[config.mk]
export PLATFORM = sky130hd
export DESIGN_NAME = replay_header_byte_parser
export DESIGN_NICKNAME = d
export VERILOG_FILES = /design/src/design/rhbp_pkg.sv /design/src/design/rhbp_step.sv /design/src/design/replay_header_byte_parser.sv
export SDC_FILE = /design/constraint.sdc
export NUM_CORES = 1
export LEC_CHECK = 0
export BUFFER_PORTS_ARGS = -buffer_cell sky130_fd_sc_hd__buf_4
export CAP_MARGIN = 15
export CORE_MARGIN = 2
export CORE_UTILIZATION = 47
export CTS_CLUSTER_SIZE = 25
export DETAILED_ROUTE_END_ITERATION = 6
export GPL_ROUTABILITY_DRIVEN = 1
export PLACE_DENSITY = 0.63
export SYNTH_ARGS = -nofsm -noshare
export SYNTH_HDL_FRONTEND = slang
export SYNTH_SLANG_ARGS = --single-unit
[constraint.sdc]
create_clock -name clk -period 14.7 [get_ports clk]
set_clock_uncertainty 0.1 [all_clocks]
set_input_delay 2.205 -clock clk [delete_from_list [all_inputs] [get_ports clk]]
set_output_delay 2.205 -clock clk [all_outputs]
set_load 0.01 [all_outputs]
[src/design/rhbp_pkg.sv]
// Shared types, codes and the field layout table for the replay header byte parser.
package rhbp_pkg;

    localparam logic [4:0] FIELD_MODE      = 5'd0;
    localparam logic [4:0] FIELD_BLOCK_LEN = 5'd17;
    localparam logic [4:0] FIELD_BLOCK     = 5'd18;
    localparam logic [4:0] FIELD_TAIL      = 5'd19;
    localparam logic [4:0] FIELD_DONE      = 5'd20;

    localparam logic [3:0] SZ_STR = 4'd0;
    localparam logic [3:0] SZ_RAW = 4'd15;

    localparam logic [7:0] MARK_ABSENT  = 8'd0;
    localparam logic [7:0] MARK_PRESENT = 8'd11;
    localparam logic [63:0] MODE_MAX    = 64'd3;

    localparam logic [2:0] KIND_NUMBER  = 3'd0;
    localparam logic [2:0] KIND_LENGTH  = 3'd1;
    localparam logic [2:0] KIND_PAYLOAD = 3'd2;
    localparam logic [2:0] KIND_ABSENT  = 3'd3;
    localparam logic [2:0] KIND_ERROR   = 3'd4;

    localparam logic [2:0] ERR_NONE       = 3'd0;
    localparam logic [2:0] ERR_EARLY_END  = 3'd1;
    localparam logic [2:0] ERR_BAD_MARKER = 3'd2;
    localparam logic [2:0] ERR_VARINT     = 3'd3;
    localparam logic [2:0] ERR_BAD_MODE   = 3'd4;
    localparam logic [2:0] ERR_TRAILING   = 3'd5;

    typedef enum logic [2:0] {
        PH_MARKER  = 3'b001,
        PH_LENGTH  = 3'b010,
        PH_PAYLOAD = 3'b100
    } phase_t;

    typedef struct packed {
        logic [4:0]  field_index;
        logic [3:0]  byte_count;
        logic [63:0] accumulator;
        phase_t      phase;
        logic [31:0] payload_left;
        logic        skip;
    } state_t;

    typedef struct packed {
        logic        have;
        logic [4:0]  field_id;
        logic [2:0]  kind;
        logic [63:0] value;
        logic [2:0]  error_code;
        logic        record_end;
    } result_t;

    localparam state_t STATE_RESET = '{
        field_index:  5'd0,
        byte_count:   4'd0,
        accumulator:  64'd0,
        phase:        PH_MARKER,
        payload_left: 32'd0,
        skip:         1'b0
    };

    function automatic logic [3:0] field_size(input logic [4:0] idx);
        logic [3:0] sz;
        case (idx)
            5'd0:    sz = 4'd1;
            5'd1:    sz = 4'd4;
            5'd2:    sz = SZ_STR;
            5'd3:    sz = SZ_STR;
            5'd4:    sz = SZ_STR;
            5'd5:    sz = 4'd2;
            5'd6:    sz = 4'd2;
            5'd7:    sz = 4'd2;
            5'd8:    sz = 4'd2;
            5'd9:    sz = 4'd2;
            5'd10:   sz = 4'd2;
            5'd11:   sz = 4'd4;
            5'd12:   sz = 4'd2;
            5'd13:   sz = 4'd1;
            5'd14:   sz = 4'd4;
            5'd15:   sz = SZ_STR;
            5'd16:   sz = 4'd8;
            5'd17:   sz = 4'd4;
            5'd18:   sz = SZ_RAW;
            5'd19:   sz = 4'd8;
            default: sz = SZ_STR;
        endcase
        return sz;
    endfunction

endpackage

[src/design/rhbp_step.sv]
// Next-state and result logic for one byte of the replay header parser.
module rhbp_step #(
    parameter int VARINT_MAX_BYTES = 4
) (
    input  rhbp_pkg::state_t  cur,
    input  logic [7:0]        data_byte,
    input  logic              last_byte,
    output rhbp_pkg::state_t  nxt,
    output rhbp_pkg::result_t res
);

    logic [3:0]        size;
    logic              is_payload;
    logic [3:0]        count_inc;
    logic [63:0]       num_acc;
    logic [5:0]        var_shift;
    logic [63:0]       var_acc;
    rhbp_pkg::state_t  advanced;
    rhbp_pkg::state_t  walk;
    rhbp_pkg::result_t found;
    logic [2:0]        err;
    logic [4:0]        err_field;
    logic [63:0]       err_value;

    assign size       = rhbp_pkg::field_size(cur.field_index);
    assign is_payload = (size == rhbp_pkg::SZ_RAW)
                     || ((size == rhbp_pkg::SZ_STR) && (cur.phase == rhbp_pkg::PH_PAYLOAD));
    assign count_inc  = cur.byte_count + 4'd1;
    assign num_acc    = cur.accumulator | (64'(data_byte) << {cur.byte_count[2:0], 3'b000});
    assign var_shift  = 6'(cur.byte_count[2:0]) * 6'd7;
    assign var_acc    = cur.accumulator | (64'(data_byte[6:0]) << var_shift);

    always_comb
    begin
        advanced             = cur;
        advanced.field_index = cur.field_index + 5'd1;
        advanced.byte_count  = 4'd0;
        advanced.accumulator = 64'd0;
        advanced.phase       = rhbp_pkg::PH_MARKER;
    end

    always_comb
    begin
        walk      = cur;
        found     = '0;
        err       = rhbp_pkg::ERR_NONE;
        err_field = 5'd0;
        err_value = 64'd0;
        if (cur.field_index >= rhbp_pkg::FIELD_DONE)
        begin
            err       = rhbp_pkg::ERR_TRAILING;
            err_field = rhbp_pkg::FIELD_TAIL;
        end
        else if (is_payload)
        begin
            found.have     = 1'b1;
            found.field_id = cur.field_index;
            found.kind     = rhbp_pkg::KIND_PAYLOAD;
            found.value    = 64'(data_byte);
            if (cur.payload_left <= 32'd1)
            begin
                walk              = advanced;
                walk.payload_left = 32'd0;
            end
            else
            begin
                walk.payload_left = cur.payload_left - 32'd1;
            end
        end
        else if (size == rhbp_pkg::SZ_STR)
        begin
            case (cur.phase)
                rhbp_pkg::PH_MARKER:
                begin
                    if (data_byte == rhbp_pkg::MARK_ABSENT)
                    begin
                        found.have     = 1'b1;
                        found.field_id = cur.field_index;
                        found.kind     = rhbp_pkg::KIND_ABSENT;
                        walk           = advanced;
                    end
                    else if (data_byte == rhbp_pkg::MARK_PRESENT)
                    begin
                        walk.phase       = rhbp_pkg::PH_LENGTH;
                        walk.byte_count  = 4'd0;
                        walk.accumulator = 64'd0;
                    end
                    else
                    begin
                        err       = rhbp_pkg::ERR_BAD_MARKER;
                        err_field = cur.field_index;
                        err_value = 64'(data_byte);
                    end
                end
                rhbp_pkg::PH_LENGTH:
                begin
                    if (data_byte[7])
                    begin
                        if (count_inc >= 4'(VARINT_MAX_BYTES))
                        begin
                            err       = rhbp_pkg::ERR_VARINT;
                            err_field = cur.field_index;
                        end
                        else
                        begin
                            walk.byte_count  = count_inc;
                            walk.accumulator = var_acc;
                        end
                    end
                    else
                    begin
                        found.have     = 1'b1;
                        found.field_id = cur.field_index;
                        found.kind     = rhbp_pkg::KIND_LENGTH;
                        found.value    = 64'(var_acc[31:0]);
                        if (var_acc[31:0] == 32'd0)
                        begin
                            walk = advanced;
                        end
                        else
                        begin
                            walk.phase        = rhbp_pkg::PH_PAYLOAD;
                            walk.payload_left = var_acc[31:0];
                            walk.byte_count   = 4'd0;
                            walk.accumulator  = 64'd0;
                        end
                    end
                end
                default:
                begin
                    walk = cur;
                end
            endcase
        end
        else
        begin
            walk.byte_count  = count_inc;
            walk.accumulator = num_acc;
            if (count_inc >= size)
            begin
                if ((cur.field_index == rhbp_pkg::FIELD_MODE) && (num_acc > rhbp_pkg::MODE_MAX))
                begin
                    err       = rhbp_pkg::ERR_BAD_MODE;
                    err_field = rhbp_pkg::FIELD_MODE;
                    err_value = num_acc;
                end
                else
                begin
                    found.have     = 1'b1;
                    found.field_id = cur.field_index;
                    found.kind     = rhbp_pkg::KIND_NUMBER;
                    found.value    = num_acc;
                    walk           = advanced;
                    if (cur.field_index == rhbp_pkg::FIELD_BLOCK_LEN)
                    begin
                        walk.payload_left = num_acc[31:0];
                        walk.field_index  = (num_acc[31:0] == 32'd0) ? rhbp_pkg::FIELD_TAIL
                                                                     : rhbp_pkg::FIELD_BLOCK;
                    end
                end
            end
        end
    end

    always_comb
    begin
        nxt = walk;
        res = found;
        if (cur.skip)
        begin
            res = '0;
            nxt = cur;
            if (last_byte)
            begin
                nxt = rhbp_pkg::STATE_RESET;
            end
        end
        else if (err != rhbp_pkg::ERR_NONE)
        begin
            res.have       = 1'b1;
            res.field_id   = err_field;
            res.kind       = rhbp_pkg::KIND_ERROR;
            res.value      = err_value;
            res.error_code = err;
            res.record_end = 1'b1;
            nxt            = rhbp_pkg::STATE_RESET;
            nxt.skip       = !last_byte;
        end
        else if (last_byte)
        begin
            if (walk.field_index >= rhbp_pkg::FIELD_DONE)
            begin
                res.record_end = 1'b1;
            end
            else
            begin
                res.have       = 1'b1;
                res.field_id   = walk.field_index;
                res.kind       = rhbp_pkg::KIND_ERROR;
                res.value      = 64'd0;
                res.error_code = rhbp_pkg::ERR_EARLY_END;
                res.record_end = 1'b1;
            end
            nxt = rhbp_pkg::STATE_RESET;
        end
    end

endmodule

[src/design/replay_header_byte_parser.sv]
// Each accepted byte goes into the input register; its result, if any, is written to the output register.
// Throughput: one byte per cycle unless out_stall holds back a pending result; the parse state
// updates once per byte in a single pass between the input register and the output register.
// A byte that yields no result still passes through the input register.
// Reset (rst_n low, asynchronous) empties both registers and returns parsing to field 0.
// Parsing also restarts at field 0 after every byte marked last.
module replay_header_byte_parser #(
    parameter int VARINT_MAX_BYTES = 4
) (
    input  logic        clk,
    input  logic        rst_n,
    input  logic        in_valid,
    output logic        in_stall,
    input  logic [7:0]  data_byte,
    input  logic        last_byte,
    output logic        out_valid,
    input  logic        out_stall,
    output logic [4:0]  field_id,
    output logic [2:0]  kind,
    output logic [63:0] value,
    output logic [2:0]  error_code,
    output logic        record_end
);

    logic              in_valid_reg;
    logic [7:0]        data_reg;
    logic              last_reg;
    rhbp_pkg::state_t  state_reg;
    rhbp_pkg::state_t  state_next;
    rhbp_pkg::result_t step_res;
    logic              out_valid_reg;
    rhbp_pkg::result_t out_reg;
    logic              process_go;

    assign process_go = in_valid_reg && (!out_valid_reg || !out_stall);
    assign in_stall   = in_valid_reg && !process_go;

    rhbp_step #(
        .VARINT_MAX_BYTES(VARINT_MAX_BYTES)
    ) u_step (
        .cur       (state_reg),
        .data_byte (data_reg),
        .last_byte (last_reg),
        .nxt       (state_next),
        .res       (step_res)
    );

    always_ff @(posedge clk or negedge rst_n)
    begin
        if (!rst_n)
        begin
            in_valid_reg  <= 1'b0;
            out_valid_reg <= 1'b0;
            state_reg     <= rhbp_pkg::STATE_RESET;
        end
        else
        begin
            if (!in_stall)
            begin
                in_valid_reg <= in_valid;
            end
            if (process_go)
            begin
                state_reg     <= state_next;
                out_valid_reg <= step_res.have;
            end
            else if (!out_stall)
            begin
                out_valid_reg <= 1'b0;
            end
        end
    end

    always_ff @(posedge clk)
    begin
        if (in_valid && !in_stall)
        begin
            data_reg <= data_byte;
            last_reg <= last_byte;
        end
        if (process_go && step_res.have)
        begin
            out_reg <= step_res;
        end
    end

    assign out_valid  = out_valid_reg;
    assign field_id   = out_reg.field_id;
    assign kind       = out_reg.kind;
    assign value      = out_reg.value;
    assign error_code = out_reg.error_code;
    assign record_end = out_reg.record_end;

`ifndef ASSERT_OFF
    a_err_code_kind: assert property (@(posedge clk) disable iff (!rst_n)
        out_valid |-> ((kind == rhbp_pkg::KIND_ERROR) == (error_code != rhbp_pkg::ERR_NONE)))
        else $error("error code does not match result kind");

    a_err_ends_record: assert property (@(posedge clk) disable iff (!rst_n)
        (out_valid && (kind == rhbp_pkg::KIND_ERROR)) |-> record_end)
        else $error("error result without record end");

    a_skip_from_clean: assert property (@(posedge clk) disable iff (!rst_n)
        state_reg.skip |-> ((state_reg.field_index == rhbp_pkg::FIELD_MODE)
                            && (state_reg.phase == rhbp_pkg::PH_MARKER)))
        else $error("skipping with unfinished parse state");

    a_index_range: assert property (@(posedge clk) disable iff (!rst_n)
        state_reg.field_index <= rhbp_pkg::FIELD_DONE)
        else $error("field index beyond done");
`endif

endmodule

==> results of run 1 <==
-- layout by cell type, fill, tap and decap left out, types with 12 or more instances in the layout --
cell type  Yosys  routed
clkbuf_16      0      17
nor2b_1       14      14
o31ai_1       14      14
a2111oi_0     14      14
a21oi_1      146     146
nor4_1        18      18
ha_1          14      14
edfxtp_1      85      85
o21ai_0      118     118
a31oi_1       34      34
buf_4          2     118
a22o_1        37      37
nand2_1       89      89
and2_1        18      18
nor2_1       177     176
nand4_1       13      13
nor3_1        40      39
dfrtp_1      110     110
a22oi_1       12      12
inv_1         22      22
o22ai_1       62      62
nand3_1       17      17
-- worst paths after layout --
check,end,cells past startpoint,slack (ps),start
max,value[47]$_SDFFCE_PP0P_,15,8420,state_reg[104]$_DFFE_PN0P_
min in group asynchronous,state_reg[103]$_DFFE_PN0P_,1,1650,rst_n
max in group asynchronous,state_reg[21]$_DFFE_PN0P_,2,11420,rst_n
min,state_reg[68]$_DFFE_PN0P_,2,410,state_reg[68]$_DFFE_PN0P_
max reg2reg,value[47]$_SDFFCE_PP0P_,15,8420,state_reg[104]$_DFFE_PN0P_
min reg2reg,state_reg[68]$_DFFE_PN0P_,2,410,state_reg[68]$_DFFE_PN0P_
-- worst max-delay path, cell delays in order (launching register included) --
cell and delay [ps]:
dfrtp_1 570, inv_1 260, ha_1 240, mux2i_1 90, o31ai_1 750, ha_1 370
o21ai_0 220, a211o_1 460, nor3_1 200, o21ai_0 270, a22oi_1 100, o32a_1 500
o21ai_1 760, nor3b_1 200, nor3_2 240, buf_4 530
-- through the flow --
stage	util (%)	total power, W
4_1_cts	54.1	0.00145
3_5_place_dp	51.7	0.000980
2_1_floorplan	-	0.000845
6_report	54.1	0.00145
3_3_place_gp	51.7	0.000978
5_1_grt	54.1	0.00150
-- logic make-up (layout without fill, tap and decap cells) --
logic type      Yosys count  after routing  share of synthesized area, %
flops                   196            196                          45.3
simple gates            456            456                          19.0
mux                       5              5                         0.436
xor+xnor                  9              9                         0.670
compound gates          531            531                          28.7
buf+inv                 128            172                          4.40
fa+ha+maj                14             14                          1.49
-- metal layers --
metal | GRT usage, % | vias up | part of all wire (%)
met1 | 45.8 | 5663 | 42
li1 | - | 5163 | -
met4 | 12.2 | 2 | 3.3
met2 | 49.0 | 739 | 45
met3 | 5.29 | 127 | 9.3
met5 | 0 | - | 0.031
-- power groups by stage --
stage	sequential (W)	clock [W]	combinational (W)
finish	0.000677	0.000475	0.000298
global route	0.000681	0.000499	0.000318
CTS	0.000676	0.000478	0.000295
detailed placement	0.000686	0	0.000294
global placement	0.000686	0	0.000292
floorplan	0.000695	0	0.000150
-- area by class of cell --
class                      instances  area (um2)  area share [%]
inverter                          22        82.6           0.624
sequential                       196        5330            40.3
clock inverter                    14         160            1.21
clock buffer                      18         429            3.24
multi-input combinational       1015        5950            44.9
timing repair buffer             118         886            6.69
tap                              324         405            3.06
==> impl_metrics.json, run 1 <==
{
  "netlist.area_leader.share_pct": 23.4,
  "worstPathRequired_ps": 14680,
  "cts_buffer_depth": 2,
  "path_clk_slew_ps": 80,
  "crit_type": "flop to flop",
  "antenna_found_initial": 1,
  "rsz0062_at_grt": "false",
  "intPower_w": 0.000958,
  "core_area_um2": 24500,
  "dieArea_um2": 26300,
  "synth_warnings": 0,
  "syn-num-nets": 1366,
  "wl_per_cell_um": 24.6,
  "cts_tree": "done",
  "drtIter0Drc": 1664,
  "syn-cell-area_um2": 11800,
  "synth.area.top_cells": "dfrtp_1 23%, edfxtp_1 22%, a21oi_1 6.2%",
  "fillers": 2336,
  "tns_ps": 0,
  "power_switching_w": 0.000492,
  "start_util_pct": 48.1,
  "fin_area_um2": 13200,
  "dpl_cell_area_um2": 12700,
  "max_slew.worst_pin.slew_ps": 1250,
  "ioPinCount": 91,
  "p_seq_share_pct": 46.7,
  "crit_path_end_kind": "flop",
  "nNetsFinal": 1397,
  "yosys_register_bits": 196,
  "antennaDiodeCount": 0,
  "clock-root-buffer": "clkbuf_16",
  "firstDrtPassIters": 6,
  "synth_common_cells": "177 x nor2_1, 146 x a21oi_1, 118 x o21ai_0",
  "htree_levels": 4,
  "synthArstFlopShare_pct": 56.6,
  "p_leak_nw": 5.10,
  "synth_most_common_cell": "nor2_1",
  "dp_hpwl_mm": 29.1,
  "viasPerCell": 6.85,
  "final_layout_size_suffix_gt1_share_pct": 12.4,
  "die_h_um": 162,
  "clock_latency_ps": 450,
  "sw_frac_of_total_pct": 33.9,
  "avgSynthCellArea_um2": 8.79,
  "track_usage_pct": 32.0,
  "setup_viol": 0,
  "fin_crit_ps": 6280,
  "yosysTopAreaCell": "dfrtp_1",
  "synth_edf_count": 85,
  "fin_crit_sh_pct": 42.7,
  "hold_buffers": 0,
  "rows": 57,
  "yosysSeqAreaShare_pct": 45.3,
  "status": "finished, final reports clean",
  "netlist_instances": 1339,
  "start_kind": "flop",
  "placed_cells": 1675,
  "cts_inserted_buffers": 17,
  "max_cap_viol_count": 0,
  "p_per_area_nw_per_um2": 109,
  "clock.fmax_ghz": 0.159,
  "power_frac_comb_pct": 20.6,
  "grt_pass1_wl_mm": 65.0,
  "worst_ir_drop_vdd_uv": 61.6,
  "path_max_fanout": 47,
  "postCtsSetupBuffers": 0,
  "drc": 0,
  "clkPwrFrac_pct": 32.8,
  "synthToLayoutAreaGrowth_pct": 12.5,
  "fin_ws_ps": 8420,
  "port_buffers": 90,
  "wl_mm": 41.9,
  "synth_ff_type": "dfrtp_1",
  "cts.sinks": 196,
  "hold_ws_ps": 409,
  "grt_start_max_net_pins": 81,
  "synth_cell_types": 76,
  "arrival_ps": 6260,
  "hold_viol_final": 0,
  "globalplace.congestion": 1.01,
  "gr-total-overflow": 0,
  "num_vias": 11700,
  "die_x_um": 162,
  "maxSlewHeadroom_pct": 15.5,
  "ant_nets": 0,
  "place_ws_ps": 8630,
  "largest_reg_flops": 109,
  "hold_class": "flop to flop",
  "final_max_slew_viol_count": 0,
  "grt_pass1_vias": 10900,
  "cts-resized-gates": 0,
  "stdcell_count": 1707
}
(Power assumes the default switching activity.)
==> run 2, diff against run 1 <==
==> constraint.sdc (replaced) <==
create_clock -name clk -period 6.6 [get_ports clk]
set_clock_uncertainty 0.1 [all_clocks]
set_input_delay 0.99 -clock clk [delete_from_list [all_inputs] [get_ports clk]]
set_output_delay 0.99 -clock clk [all_outputs]
set_load 0.01 [all_outputs]
==> impl_metrics.json, run 2 (synthesis results as in run 1) <==
{
  "worstReg2RegEnd": "value[8]$_SDFFCE_PP0P_",
  "max_slew.worst_pin.slew_ps": 1080,
  "rows": 57,
  "grt_pass1_vias": 10800,
  "crit_top_cell": "nor2_1",
  "total_power_w": 0.00326,
  "clkPwrFrac_pct": 32.2,
  "grt_start_max_net_pins": 82,
  "antenna_found_initial": 0,
  "cts_inserted_buffers": 17,
  "cp_top_family": "simple AND/OR/NAND/NOR gates",
  "viasPerCell": 6.78,
  "maxSlewHeadroom_pct": 27.7,
  "fin_crit_ps": 5870,
  "drc": 0,
  "nNetsFinal": 1413,
  "hold_viol_final": 0,
  "final_max_slew_viol_count": 0,
  "port_buffers": 90,
  "dp_hpwl_mm": 30.2,
  "start_kind": "flop",
  "worstPathRequired_ps": 6610,
  "num_vias": 11700,
  "rr_worst_depth": 12,
  "htree_levels": 4,
  "wl_per_cell_um": 25.3,
  "largest_reg_flops": 109,
  "clock.fmax_ghz": 0.170,
  "synthToLayoutAreaGrowth_pct": 13.6,
  "status": "finished, final reports clean",
  "power_frac_comb_pct": 22.1,
  "hold_class": "flop to flop",
  "power_switching_w": 0.00111,
  "timing.rr.start": "state_reg[101]$_DFFE_PN0P_",
  "cts-resized-gates": 0,
  "min_from": "state_reg[68]$_DFFE_PN0P_",
  "worst_hold_path.num_cells": 2,
  "intPower_w": 0.00215,
  "die_x_um": 162,
  "path_buf_inv": 2,
  "max_cap_viol_count": 0,
  "worst_ir_drop_vdd_uv": 155,
  "crit_path_end_kind": "flop",
  "gr-total-overflow": 0,
  "p_per_area_nw_per_um2": 244,
  "cts_buffer_depth": 2,
  "path_depth": 12,
  "ioPinCount": 91,
  "clock_latency_ps": 460,
  "p_seq_share_pct": 45.7,
  "rrSetupSlack_ps": 730,
  "cts_tree": "done",
  "crit_path_cell_trace": "nor2_1, a2111oi_2, o21ai_0, nor4_1, a31oi_1, buf_4, nor2_1, nor2_1, a21o_1, nor3b_1, nor3_4, buf_12",
  "max_stage_delay_ps": 810,
  "final_layout_size_suffix_gt1_share_pct": 13.3,
  "setup_viol": 0,
  "globalplace.congestion": 0.976,
  "antennaDiodeCount": 0,
  "fillers": 2291,
  "rsz0062_at_grt": "false",
  "crit_path_top_delay_cell": "dfrtp_1",
  "firstDrtPassIters": 5,
  "p_leak_nw": 5.18,
  "dieArea_um2": 26300,
  "crit_type": "flop to flop",
  "arrival_ps": 5880,
  "track_usage_pct": 33.1,
  "grt_pass1_wl_mm": 66.3,
  "worstHoldEndpoint": "state_reg[68]$_DFFE_PN0P_",
  "cts.sinks": 196,
  "final_common_cell": "nor2_1",
  "die_h_um": 162,
  "clock-root-buffer": "clkbuf_16",
  "hold_buffers": 0,
  "tns_ps": 0,
  "layout_common_cells": "177 x nor2_1, 146 x a21oi_1, 132 x buf_4",
  "dpl_cell_area_um2": 12800,
  "sw_frac_of_total_pct": 34.1,
  "path_clk_slew_ps": 80,
  "fin_crit_sh_pct": 89.0,
  "drtIter0Drc": 1487,
  "core_area_um2": 24500,
  "ant_nets": 0,
  "path_max_fanout": 70,
  "start_util_pct": 48.1,
  "fin_area_um2": 13400,
  "postCtsSetupBuffers": 0,
  "wl_mm": 43.6
}
run 2: changes by cell type in the layout (fill, tap and decap cells not counted):
| cell | previous run | this run |
|---|---|---|
| clkinv_8 | 3 | 1 |
| clkbuf_1 | 1 | 2 |
| nor3_2 | 1 | 0 |
| inv_6 | 3 | 1 |
| buf_4 | 118 | 132 |
| nor2_2 | 1 | 0 |
| inv_8 | 3 | 4 |
| nor2_1 | 176 | 177 |
| clkinv_4 | 4 | 6 |
| nor3_4 | 1 | 2 |
| buf_12 | 0 | 2 |
run 2: layer usage:
| metal | vias up | GRT usage, % | share of wire [%] |
|---|---|---|---|
| met2 | 766 | 49.6 | 44 |
| met3 | 118 | 7.35 | 10 |
| met4 | 0 | 10.7 | 3.4 |
| met1 | 5607 | 47.8 | 42 |
| met5 | - | 0 | 0 |
| li1 | 5191 | - | - |
run 2: final cells by class:
type                    count  area [um2]  area share [%]
multi-input cells        1015        5950            44.5
repair buffers            134        1030            7.71
clock buffers              19         433            3.24
well taps                 324         405            3.03
clock inverters            13         139            1.04
flip-flops and latches    196        5330            39.9
inverters                  22        82.6           0.617
run 2: worst reg2reg max path: stages (launching register included):
cell and delay [ps]:
dfrtp_1 810, nor2_1 400, a2111oi_2 690, o21ai_0 290
nor4_1 750, a31oi_1 310, buf_4 260, nor2_1 530
nor2_1 220, a21o_1 290, nor3b_1 200, nor3_4 240
buf_12 360
run 2: power by group through the flow:
stage	sequential, W	combinational, W	clock, W
floorplan	0.00153	0.000337	0
global placement	0.00151	0.000708	0
detailed placement	0.00151	0.000706	0
CTS	0.00149	0.000709	0.00105
global route	0.00150	0.000761	0.00111
finish	0.00149	0.000719	0.00105
run 2: worst max path at each step:
stage	slack (ps)	startpoint	to
6_report	730	state_reg[101]$_DFFE_PN0P_	value[8]$_SDFFCE_PP0P_
5_1_grt	560	state_reg[100]$_DFFE_PN0P_	value[16]$_SDFFCE_PP0P_
4_1_cts	930	state_reg[100]$_DFFE_PN0P_	value[27]$_SDFFCE_PP0P_
3_5_place_dp	940	state_reg[100]$_DFFE_PN0P_	value[15]$_SDFFCE_PP0P_
3_3_place_gp	990	state_reg[100]$_DFFE_PN0P_	value[16]$_SDFFCE_PP0P_
2_1_floorplan	670	state_reg[104]$_DFFE_PN0P_	error_code[0]$_SDFFCE_PP0P_
run 2: per-stage QoR:
stage / std cells / worst slack (ps) / hold WS, ps / util, %
3_5_place_dp: 1691 / 937 / 385 / 52.3
6_report: 1723 / 729 / 398 / 54.7
4_1_cts: 1723 / 929 / 401 / 54.7
5_1_grt: 1723 / 560 / 426 / 54.7
2_1_floorplan: 1339 / 671 / 362 / -
3_3_place_gp: 1691 / 993 / 387 / 52.3
